**src/rtl/core/dep_pkg.sv**
```systemverilog
// shared types, constants and index helpers for the excitation phase unit
`default_nettype none

package dep_pkg;

    localparam int ORB_MAX          = 64;
    localparam int DEF_NUM_ORBITALS = 64;
    localparam int IDX_W            = 6;
    localparam int CNT_W            = 7;
    localparam int S_TDATA_W        = 2 * ORB_MAX;
    localparam int OUT_FIELD_W      = 4 * IDX_W + 2;
    localparam int M_TDATA_W        = 32;

    typedef enum logic {
        CMD_SINGLE = 1'b0,
        CMD_DOUBLE = 1'b1
    } t_cmd;

    // orbitals leaving ket (and entering bra): one for a single, two for a double
    localparam logic [CNT_W-1:0] MOVE_CNT_SINGLE = CNT_W'(2 / 2);
    localparam logic [CNT_W-1:0] MOVE_CNT_DOUBLE = CNT_W'(4 / 2);

    localparam logic signed [1:0] PHASE_POS  = 2'sb01;
    localparam logic signed [1:0] PHASE_NEG  = 2'sb11;
    localparam logic signed [1:0] PHASE_NONE = 2'sb00;

    typedef struct packed {
        logic             ok;
        t_cmd             cmd;
        logic [IDX_W-1:0] from_lo;
        logic [IDX_W-1:0] from_hi;
        logic [IDX_W-1:0] to_lo;
        logic [IDX_W-1:0] to_hi;
    } t_locate;

    // binary search for the lowest set bit, six halving steps
    function automatic logic [IDX_W-1:0] lowest_idx(input logic [ORB_MAX-1:0] v);
        logic [ORB_MAX-1:0] w;
        logic [ORB_MAX-1:0] lm;
        logic [IDX_W-1:0]   idx;
        w   = v;
        idx = '0;
        for (int l = IDX_W - 1; l >= 0; l--) begin
            lm = (ORB_MAX'(1) << (1 << l)) - ORB_MAX'(1);
            if ((w & lm) == '0) begin
                idx[l] = 1'b1;
                w      = w >> (1 << l);
            end else begin
                w = w & lm;
            end
        end
        return idx;
    endfunction

    // binary search for the highest set bit
    function automatic logic [IDX_W-1:0] highest_idx(input logic [ORB_MAX-1:0] v);
        logic [ORB_MAX-1:0] w;
        logic [ORB_MAX-1:0] lm;
        logic [IDX_W-1:0]   idx;
        w   = v;
        idx = '0;
        for (int l = IDX_W - 1; l >= 0; l--) begin
            lm = (ORB_MAX'(1) << (1 << l)) - ORB_MAX'(1);
            if ((w >> (1 << l)) != '0) begin
                idx[l] = 1'b1;
                w      = w >> (1 << l);
            end else begin
                w = w & lm;
            end
        end
        return idx;
    endfunction

endpackage

`default_nettype wire

```
**src/rtl/core/dep_locate.sv**
```systemverilog
// finds the moved orbitals, checks the difference count and builds the prefix parity of ket
`default_nettype none

module dep_locate #(
    parameter int NUM_ORBITALS = dep_pkg::DEF_NUM_ORBITALS
) (
    input  var dep_pkg::t_cmd            i_cmd,
    input  wire logic [NUM_ORBITALS-1:0] i_bra,
    input  wire logic [NUM_ORBITALS-1:0] i_ket,
    output dep_pkg::t_locate             o_loc,
    output logic [NUM_ORBITALS-1:0]      o_pre
);
    import dep_pkg::*;

    localparam int SCAN_LVL = $clog2(NUM_ORBITALS);

    logic [NUM_ORBITALS-1:0] delta;
    logic [NUM_ORBITALS-1:0] from_mask;
    logic [NUM_ORBITALS-1:0] to_mask;
    logic [CNT_W-1:0]        cnt_from;
    logic [CNT_W-1:0]        cnt_to;
    logic [CNT_W-1:0]        want;
    logic [NUM_ORBITALS-1:0] scan;

    assign delta     = i_bra ^ i_ket;
    assign from_mask = delta & i_ket;
    assign to_mask   = delta & i_bra;
    assign cnt_from  = CNT_W'($countones(from_mask));
    assign cnt_to    = CNT_W'($countones(to_mask));
    assign want      = (i_cmd == CMD_DOUBLE) ? MOVE_CNT_DOUBLE : MOVE_CNT_SINGLE;

    // with exactly two bits per mask the highest set bit is the second one; with one it equals the lowest
    always_comb begin
        o_loc.ok      = (cnt_from == want) && (cnt_to == want);
        o_loc.cmd     = i_cmd;
        o_loc.from_lo = lowest_idx(ORB_MAX'(from_mask));
        o_loc.from_hi = highest_idx(ORB_MAX'(from_mask));
        o_loc.to_lo   = lowest_idx(ORB_MAX'(to_mask));
        o_loc.to_hi   = highest_idx(ORB_MAX'(to_mask));
    end

    // inclusive xor scan, then shifted so bit k holds the parity of ket below k
    always_comb begin
        scan = i_ket;
        for (int d = 0; d < SCAN_LVL; d++) begin
            scan = scan ^ (scan << (1 << d));
        end
    end

    assign o_pre = {scan[NUM_ORBITALS-2:0], 1'b0};

endmodule

`default_nettype wire

```
**src/rtl/core/determinant_excitation_phase_unit.sv**
```systemverilog
// top level: fermionic sign of a single or double excitation between two determinants
// an accepted input word passes the input, mid and output regs on its way to the result word
// throughput: one word per cycle; each stage moves on when the next one is free
// the orbital search and prefix parity sit before the mid register, the sign after it
// reset clears the three stage valid flags only; data registers are not reset
`default_nettype none

module determinant_excitation_phase_unit #(
    parameter int NUM_ORBITALS = dep_pkg::DEF_NUM_ORBITALS
) (
    input  wire logic                          i_clk,
    input  wire logic                          i_rst_n,
    input  wire logic                          i_s_tvalid,
    output logic                               o_s_tready,
    // bra_bits [63:0], ket_bits [127:64]
    input  wire logic [dep_pkg::S_TDATA_W-1:0] i_s_tdata,
    // command [0]
    input  wire logic                          i_s_tuser,
    output logic                               o_m_tvalid,
    input  wire logic                          i_m_tready,
    // from_first [5:0], from_second [11:6], to_first [17:12], to_second [23:18],
    // phase [25:24], zero [31:26]
    output logic [dep_pkg::M_TDATA_W-1:0]      o_m_tdata,
    // status [0]
    output logic                               o_m_tuser
);
    import dep_pkg::*;

    logic en_in;
    logic en_mid;
    logic en_out;

    logic                    r_in_valid;
    t_cmd                    r_in_cmd;
    logic [NUM_ORBITALS-1:0] r_in_bra;
    logic [NUM_ORBITALS-1:0] r_in_ket;

    t_locate                 loc;
    logic [NUM_ORBITALS-1:0] pre;

    logic                    r_mid_valid;
    t_locate                 r_mid_loc;
    logic [NUM_ORBITALS-1:0] r_mid_pre;

    logic                    r_out_valid;
    logic [M_TDATA_W-1:0]    r_out_data;
    logic                    r_out_status;
    logic [M_TDATA_W-1:0]    n_out_data;
    logic                    n_out_status;

    logic [ORB_MAX-1:0] pre_full;
    logic               p_i;
    logic               p_j;
    logic               p_a;
    logic               p_b;
    logic               odd;
    logic signed [1:0]  phase;

    assign en_out     = !r_out_valid || i_m_tready;
    assign en_mid     = !r_mid_valid || en_out;
    assign en_in      = !r_in_valid || en_mid;
    assign o_s_tready = en_in;

    always_ff @(posedge i_clk) begin
        if (!i_rst_n) begin
            r_in_valid  <= 1'b0;
            r_mid_valid <= 1'b0;
            r_out_valid <= 1'b0;
        end else begin
            if (en_in) begin
                r_in_valid <= i_s_tvalid;
            end
            if (en_mid) begin
                r_mid_valid <= r_in_valid;
            end
            if (en_out) begin
                r_out_valid <= r_mid_valid;
            end
        end
    end

    // orbitals at or above the size are dropped here
    always_ff @(posedge i_clk) begin
        if (en_in && i_s_tvalid) begin
            r_in_cmd <= t_cmd'(i_s_tuser);
            r_in_bra <= i_s_tdata[NUM_ORBITALS-1:0];
            r_in_ket <= i_s_tdata[ORB_MAX +: NUM_ORBITALS];
        end
    end

    dep_locate #(
        .NUM_ORBITALS(NUM_ORBITALS)
    ) u_locate (
        .i_cmd (r_in_cmd),
        .i_bra (r_in_bra),
        .i_ket (r_in_ket),
        .o_loc (loc),
        .o_pre (pre)
    );

    always_ff @(posedge i_clk) begin
        if (en_mid && r_in_valid) begin
            r_mid_loc <= loc;
            r_mid_pre <= pre;
        end
    end

    // sign from the prefix parities of ket at each index, corrected for
    // orbitals already removed or added below it
    always_comb begin
        pre_full = ORB_MAX'(r_mid_pre);
        p_i      = pre_full[r_mid_loc.from_lo];
        p_j      = pre_full[r_mid_loc.from_hi];
        p_a      = pre_full[r_mid_loc.to_lo];
        p_b      = pre_full[r_mid_loc.to_hi];
        if (r_mid_loc.cmd == CMD_DOUBLE) begin
            odd = p_i ^ p_j ^ 1'b1 ^ p_a ^ p_b
                ^ (r_mid_loc.from_lo < r_mid_loc.to_hi)
                ^ (r_mid_loc.from_hi < r_mid_loc.to_hi)
                ^ (r_mid_loc.from_lo < r_mid_loc.to_lo)
                ^ (r_mid_loc.from_hi < r_mid_loc.to_lo);
        end else begin
            odd = p_i ^ p_a ^ (r_mid_loc.from_lo < r_mid_loc.to_lo);
        end
        phase = odd ? PHASE_NEG : PHASE_POS;

        if (!r_mid_loc.ok) begin
            n_out_data   = '0;
            n_out_status = 1'b1;
        end else if (r_mid_loc.cmd == CMD_DOUBLE) begin
            n_out_data   = {(M_TDATA_W - OUT_FIELD_W)'(0), phase,
                            r_mid_loc.to_hi, r_mid_loc.to_lo,
                            r_mid_loc.from_hi, r_mid_loc.from_lo};
            n_out_status = 1'b0;
        end else begin
            n_out_data   = {(M_TDATA_W - OUT_FIELD_W)'(0), phase,
                            IDX_W'(0), r_mid_loc.to_lo,
                            IDX_W'(0), r_mid_loc.from_lo};
            n_out_status = 1'b0;
        end
    end

    always_ff @(posedge i_clk) begin
        if (en_out && r_mid_valid) begin
            r_out_data   <= n_out_data;
            r_out_status <= n_out_status;
        end
    end

    assign o_m_tvalid = r_out_valid;
    assign o_m_tdata  = r_out_data;
    assign o_m_tuser  = r_out_status;

    // flagged words carry no orbitals and no sign
    a_flag_clears : assert property (@(posedge i_clk) disable iff (!i_rst_n)
        (o_m_tvalid && o_m_tuser) |-> (o_m_tdata == '0))
        else $error("flagged word carries data");

    a_phase_nonzero : assert property (@(posedge i_clk) disable iff (!i_rst_n)
        (o_m_tvalid && !o_m_tuser) |->
            (o_m_tdata[25:24] == PHASE_POS || o_m_tdata[25:24] == PHASE_NEG))
        else $error("good word without a sign");

    a_from_ordered : assert property (@(posedge i_clk) disable iff (!i_rst_n)
        (o_m_tvalid && !o_m_tuser && o_m_tdata[11:6] != '0) |->
            (o_m_tdata[5:0] < o_m_tdata[11:6]))
        else $error("from orbitals out of order");

    a_to_ordered : assert property (@(posedge i_clk) disable iff (!i_rst_n)
        (o_m_tvalid && !o_m_tuser && o_m_tdata[23:18] != '0) |->
            (o_m_tdata[17:12] < o_m_tdata[23:18]))
        else $error("to orbitals out of order");

    a_from_to_differ : assert property (@(posedge i_clk) disable iff (!i_rst_n)
        (o_m_tvalid && !o_m_tuser) |-> (o_m_tdata[5:0] != o_m_tdata[17:12]))
        else $error("from and to orbital coincide");

endmodule

`default_nettype wire
```
**config.mk**
```make
export PLATFORM = sky130hd
export DESIGN_NAME = determinant_excitation_phase_unit
export DESIGN_NICKNAME = d
export VERILOG_FILES = /design/src/rtl/core/dep_pkg.sv /design/src/rtl/core/dep_locate.sv /design/src/rtl/core/determinant_excitation_phase_unit.sv
export SDC_FILE = /design/constraint.sdc
export NUM_CORES = 1
export LEC_CHECK = 0
export ABC_AREA = 1
export BUFFER_PORTS_ARGS = -buffer_cell sky130_fd_sc_hd__buf_2
export CAP_MARGIN = 25
export CELL_PAD_IN_SITES_DETAIL_PLACEMENT = 0
export CELL_PAD_IN_SITES_GLOBAL_PLACEMENT = 2
export CORE_MARGIN = 1
export CORE_UTILIZATION = 35
export CTS_BUF_LIST = sky130_fd_sc_hd__clkbuf_8
export DETAILED_ROUTE_END_ITERATION = 8
export PLACE_DENSITY = 0.89
export SLEW_MARGIN = 30
export SYNTH_ARGS = -nofsm -noshare
export SYNTH_HDL_FRONTEND = slang
export SYNTH_HIERARCHICAL = 1
export SYNTH_SLANG_ARGS = --single-unit
```
**constraint.sdc**
```tcl
create_clock -name i_clk -period 7.5 [get_ports i_clk]
set_input_delay 1.5 -clock i_clk [delete_from_list [all_inputs] [get_ports i_clk]]
set_output_delay 1.5 -clock i_clk [all_outputs]
set_load 0.1 [all_outputs]
```
-- Word-level counts from Yosys, hierarchy flattened
Index checks and enable logic that the tools add are counted.
- register bits after elaboration: 254
- input bits: 133
- output and inout port bits: 35
- $add $sub $neg: 126
- order comparisons: 8
- equality and inequality tests: 2
- mux-type cells: 56
- bitwise gates (word level): 19
- reductions and logical operators: 35
- operator list (kind ; number):
    zero test 64 bit ; 12
    nonzero test 64 bit ; 12
    adder 7 bit ; 62
    XOR 63 bit ; 6
    adder 1 x 1 -> 2 bit ; 64
    bitwise AND 64 bit ; 2
    two-way mux 62 bit ; 2
    two-way mux 60 bit ; 2
    two-way mux 56 bit ; 2
    two-way mux 48 bit ; 2
    two-way mux 32 bit ; 2
    XOR 64 bit ; 1
    two-way mux 31 bit ; 2
    two-way mux 1 bit ; 32
    two-way mux 15 bit ; 2
    < comparator 6 x 7 -> 1 bit (second input constant) ; 4
    binary-select mux 1 bit (select 6 bit) ; 4
    < comparator 6 bit ; 4
    == test 7 bit ; 2
    two-way mux 7 bit ; 2
    XOR 1 bit ; 9
    two-way mux 3 bit ; 2
    logical AND 1 bit ; 4
    two-way mux 2 bit ; 2
    other kinds (4) ; 8

-- Longest topological paths before layout
- word-level depth: 14
- mapped depth: 29

-- Hierarchy
Netlist, hierarchy kept.
- modules (own cells, without submodules) (module ; times used ; cells each ; area each (um2) ; sequential area each (um2)):
    determinant_excitation_phase_unit ; 1 ; 1013 ; 11101.9 ; 7447.1
    dep_locate ; 1 ; 1717 ; 11014.3 ; 0.0

-- Least setup slack after synthesis
No wires, ideal clock.
- path type: reg2reg
- from: register r_in_ket[0]
- to: register r_mid_loc[25] (netlist name), data pin
- arrival time: 7.287 ns
- path slack: -0.046 ns
- stages on the path, launching flop included: 28
- period minus slack after synthesis: 7.546 ns
- cell sequence: edfxtp_1 > buf_4 > inv_1 > nor2_1 > inv_1 > fa_1 > fa_1 > fa_1 > inv_1 > ha_1 > fa_1 > inv_1 > fa_1 > fa_1 > fa_1 > fa_1 > fa_1 > fa_1 > inv_1 > fa_1 > nand3_1 > and2_1 > inv_1 > a21oi_1 > nor2_1 > nor2_1 > xnor2_1 > nor3_1
- RTL lines (what ; RTL line ; source):
    start, declared ; determinant_excitation_phase_unit.sv:36 ; logic [NUM_ORBITALS-1:0] r_in_ket;
    start signal, assigned ; determinant_excitation_phase_unit.sv:87 ; r_in_ket <= i_s_tdata[ORB_MAX +: NUM_ORBITALS];
    end signal, assigned ; determinant_excitation_phase_unit.sv:103 ; r_mid_loc <= loc;
    end, declared ; determinant_excitation_phase_unit.sv:42 ; t_locate r_mid_loc;

==> results.txt <==
Min Clock Period, post-route: 7520 ps
Yosys cell types: 51
Crit. End Element: flop
fin. max-slew vios: 0
Initial Util: 35.6%
WHS Path Cells: 2
IO buf count: 161
via count: 19,213
post-route core utilization: 40.4%
LEAKAGE: 12.2 nW
clock root buffer: clkbuf_8
Worst setup SP type: flop
clock slew at reported path FFs: 70 ps
Commonest cells post-synth: 764 x nand2_1, 400 x inv_1, 352 x nand3_1, 246 x edfxtp_1, 185 x xnor2_1
DR pass1 iterations: 7
Total Routed Length: 87.1 mm
CP cell instances: nor2_2, inv_2, fa_1, fa_2, fa_1, inv_2, ha_4, inv_2, fa_1, inv_1, fa_1, fa_1, fa_1, fa_1, inv_1, fa_1, fa_2, inv_2, fa_2, o41ai_2, nand2_1, nor3_2, nand4_1, nor3_2
Clock Tree Buf Depth: 3
RSZ-0062 raised after global routing: yes
Fmax: 133 MHz
DIE HEIGHT: 253 um
drt via density: 5.01
antenna viol nets, final: 0
P&R area growth vs syn: 13.4%
Final Skew: 66.2 ps
Worst path slowest cell: fa_1
DP Worst Slack: -389 ps
worst skew pair latency: 660 ps
nets@finish: 3,278
core area: 62,100 um^2
layout cells sized above 1: 16.2%
total die area: 64,200 um^2
DIE WIDTH: 253 um
most frequent cell after synthesis: nand2_1
CP delay by family, top: adder cells
ys async rst share: 0%
critical path peak fanout: 2
Synth area leader: edfxtp_1
worst r2r path cells: 24
largest net degree at the start of global routing: 87
drt drc: 0
ant diodes: 0
I/O Pins: 168
Mapped Area: 22,100 um^2
Crit path largest cell delay: 580 ps
gpl congestion: 0.982
post-place instance area: 24,100 um^2
H-tree depth: 2
worst vdd ir: 0.732 mV
CP required: 7970 ps
CTS Sinks: 249
final worst-path setup slack: -20.0 ps
Worst Hold Path EP: r_mid_valid
Synth Flop Type: edfxtp_1
crit path kind: flop to flop
Finished Cell Area: 25,100 um^2
CTS Buf Count: 45
Hold Crit Class: flop to flop
flop-to-flop setup slack: -20 ps
Warnings, synthesis: 6
worst-margin pin slew: 913 ps
Synth top area share: 33.4%
failing checks: setup timing
Slew HR: 39.1%
global-route wire length before repair: 126 mm
Rows: 91
hpwl dp: 73.0 mm
Critical path buffers and inverters: 6
vias in the first global route: 18,822
Final Total Pwr: 10.1 mW
main area contributors after synthesis: edfxtp_1 33%, nand2_1 13%, fa_1 9.6%
Post-Syn Instances: 2,730
overall routing resource usage: 27.3%
sequential fraction of the synthesis area: 33.7%
CTS tree: done
most frequent CP cell: fa_1
MaxCap Viol Count: 0
power density cells: 402 nW/um^2
DRT iter0 DRCs: 1,584
grt ovf: 0
Post-synth EDFFs: 246
HP Start: r_in_valid
period utilisation layout: 100%
initial antenna violation count: 0
outcome: finished, violations left
final setup TNS: -20.0 ps
Setup violations, final: 1
drt wl/cell: 22.7 um
reg2reg end: r_mid_loc[25]
syn avg cell area: 8.10 um^2
crit path DAT: 7990 ps
r2r startpoint: r_in_bra[0]
register bit total from synthesis: 249
final-report hold violation count: 0
[report_power, final]
| part | leakage [nW] | internal, mW | switching, mW |
|---|---|---|---|
| combinational | 9.35 | 2.67 | 3.94 |
| sequential | 2.37 | 1.93 | 0.249 |
| clock | 0.463 | 0.675 | 0.611 |
[layer usage]
| layer | global-route usage [%] | up-vias | part of all wire, % |
|---|---|---|---|
| li1 | - | 9039 | - |
| met1 | 36.6 | 9231 | 43 |
| met2 | 44.3 | 784 | 46 |
| met3 | 3.71 | 159 | 6.3 |
| met4 | 11.3 | 0 | 4.3 |
| met5 | 0 | - | 0 |
[per-stage QoR]
step,hold slack [ps],std cells
floorplan,454,2735
global placement,497,3751
detailed placement,511,3752
CTS,509,3832
global route,572,3832
finish,508,3832
[cells in the final DEF, fill, tap and decap left out, types with 42 or more instances in the layout]
cell type / Yosys / routed
buf_2: 12 / 161
buf_4: 28 / 89
clkbuf_8: 0 / 45
edfxtp_1: 246 / 246
fa_1: 106 / 102
ha_1: 76 / 74
inv_1: 400 / 400
nand2_1: 764 / 764
nand3_1: 352 / 352
nor2_1: 168 / 167
o21ai_0: 42 / 42
xnor2_1: 185 / 184
xor2_1: 68 / 67
[logic make-up (layout without fill, tap and decap cells)]
family / count (synthesis) / after routing / synth area share (%)
other: 2 / 7 / 0.0340
xor gates and xnor gates: 270 / 270 / 11.4
adders and majority gates: 182 / 182 / 13.9
and+or+nand+nor: 1396 / 1396 / 27.6
AOI/OAI and AO/OA: 115 / 115 / 3.12
DFF: 249 / 249 / 33.7
buffers and inverters: 516 / 776 / 10.3
[worst reg2reg max path, cell delays in order, from the launching register on]
cell      delay (ps)
edfxtp_1         400
nor2_2           170
inv_2             60
fa_1             510
fa_2             510
fa_1             580
inv_2             50
ha_4             250
inv_2             30
fa_1             460
inv_1             50
fa_1             480
fa_1             550
fa_1             440
fa_1             510
inv_1             50
fa_1             460
fa_2             360
inv_2             90
fa_2             450
o41ai_2          310
nand2_1          110
nor3_2           160
nand4_1          130
nor3_2           150
[flip-flops by register name, indices dropped and copies added (netlist names)]
name / flops
o_m_tdata: 26
o_m_tuser: 1
r_in_valid: 1
r_mid_valid: 1
r_in_bra: 64
pre_full: 64
r_in_ket: 64
o_m_tvalid: 1
r_mid_loc: 26
r_in_cmd: 1
[final cells by class]
| class | instances | area (um^2) |
|---|---|---|
| Fill cell | 6344 | 37000 |
| Multi-Input combinational cell | 1970 | 12500 |
| Sequential cell | 249 | 7450 |
| Inverter | 445 | 1690 |
| Timing Repair Buffer | 252 | 1500 |
| Tap cell | 837 | 1050 |
| Clock buffer | 45 | 619 |
| Clock inverter | 34 | 267 |
[timing repair]
item / CTS / global route
resized for setup: 13 / 9
buffers inserted: 1 / 0
setup endpoints to repair: 1 / 1
pin swaps: 26 / 11
hold buffers: 0 / 0
[how the worst max path moves through the flow]
stage | startpoint | cells past startpoint | slack [ps] | end
global route | r_in_bra[0] | 24 | -250 | r_mid_loc[25]
CTS | r_in_ket[0] | 25 | -20 | r_mid_loc[25]
floorplan | r_in_ket[0] | 27 | 10 | r_mid_loc[25]
detailed placement | r_in_bra[0] | 24 | -390 | r_mid_loc[25]
finish | r_in_bra[0] | 24 | -20 | r_mid_loc[25]
global placement | r_in_bra[0] | 24 | -310 | r_mid_loc[25]
No activity file was read; power rests on OpenSTA's default activity.
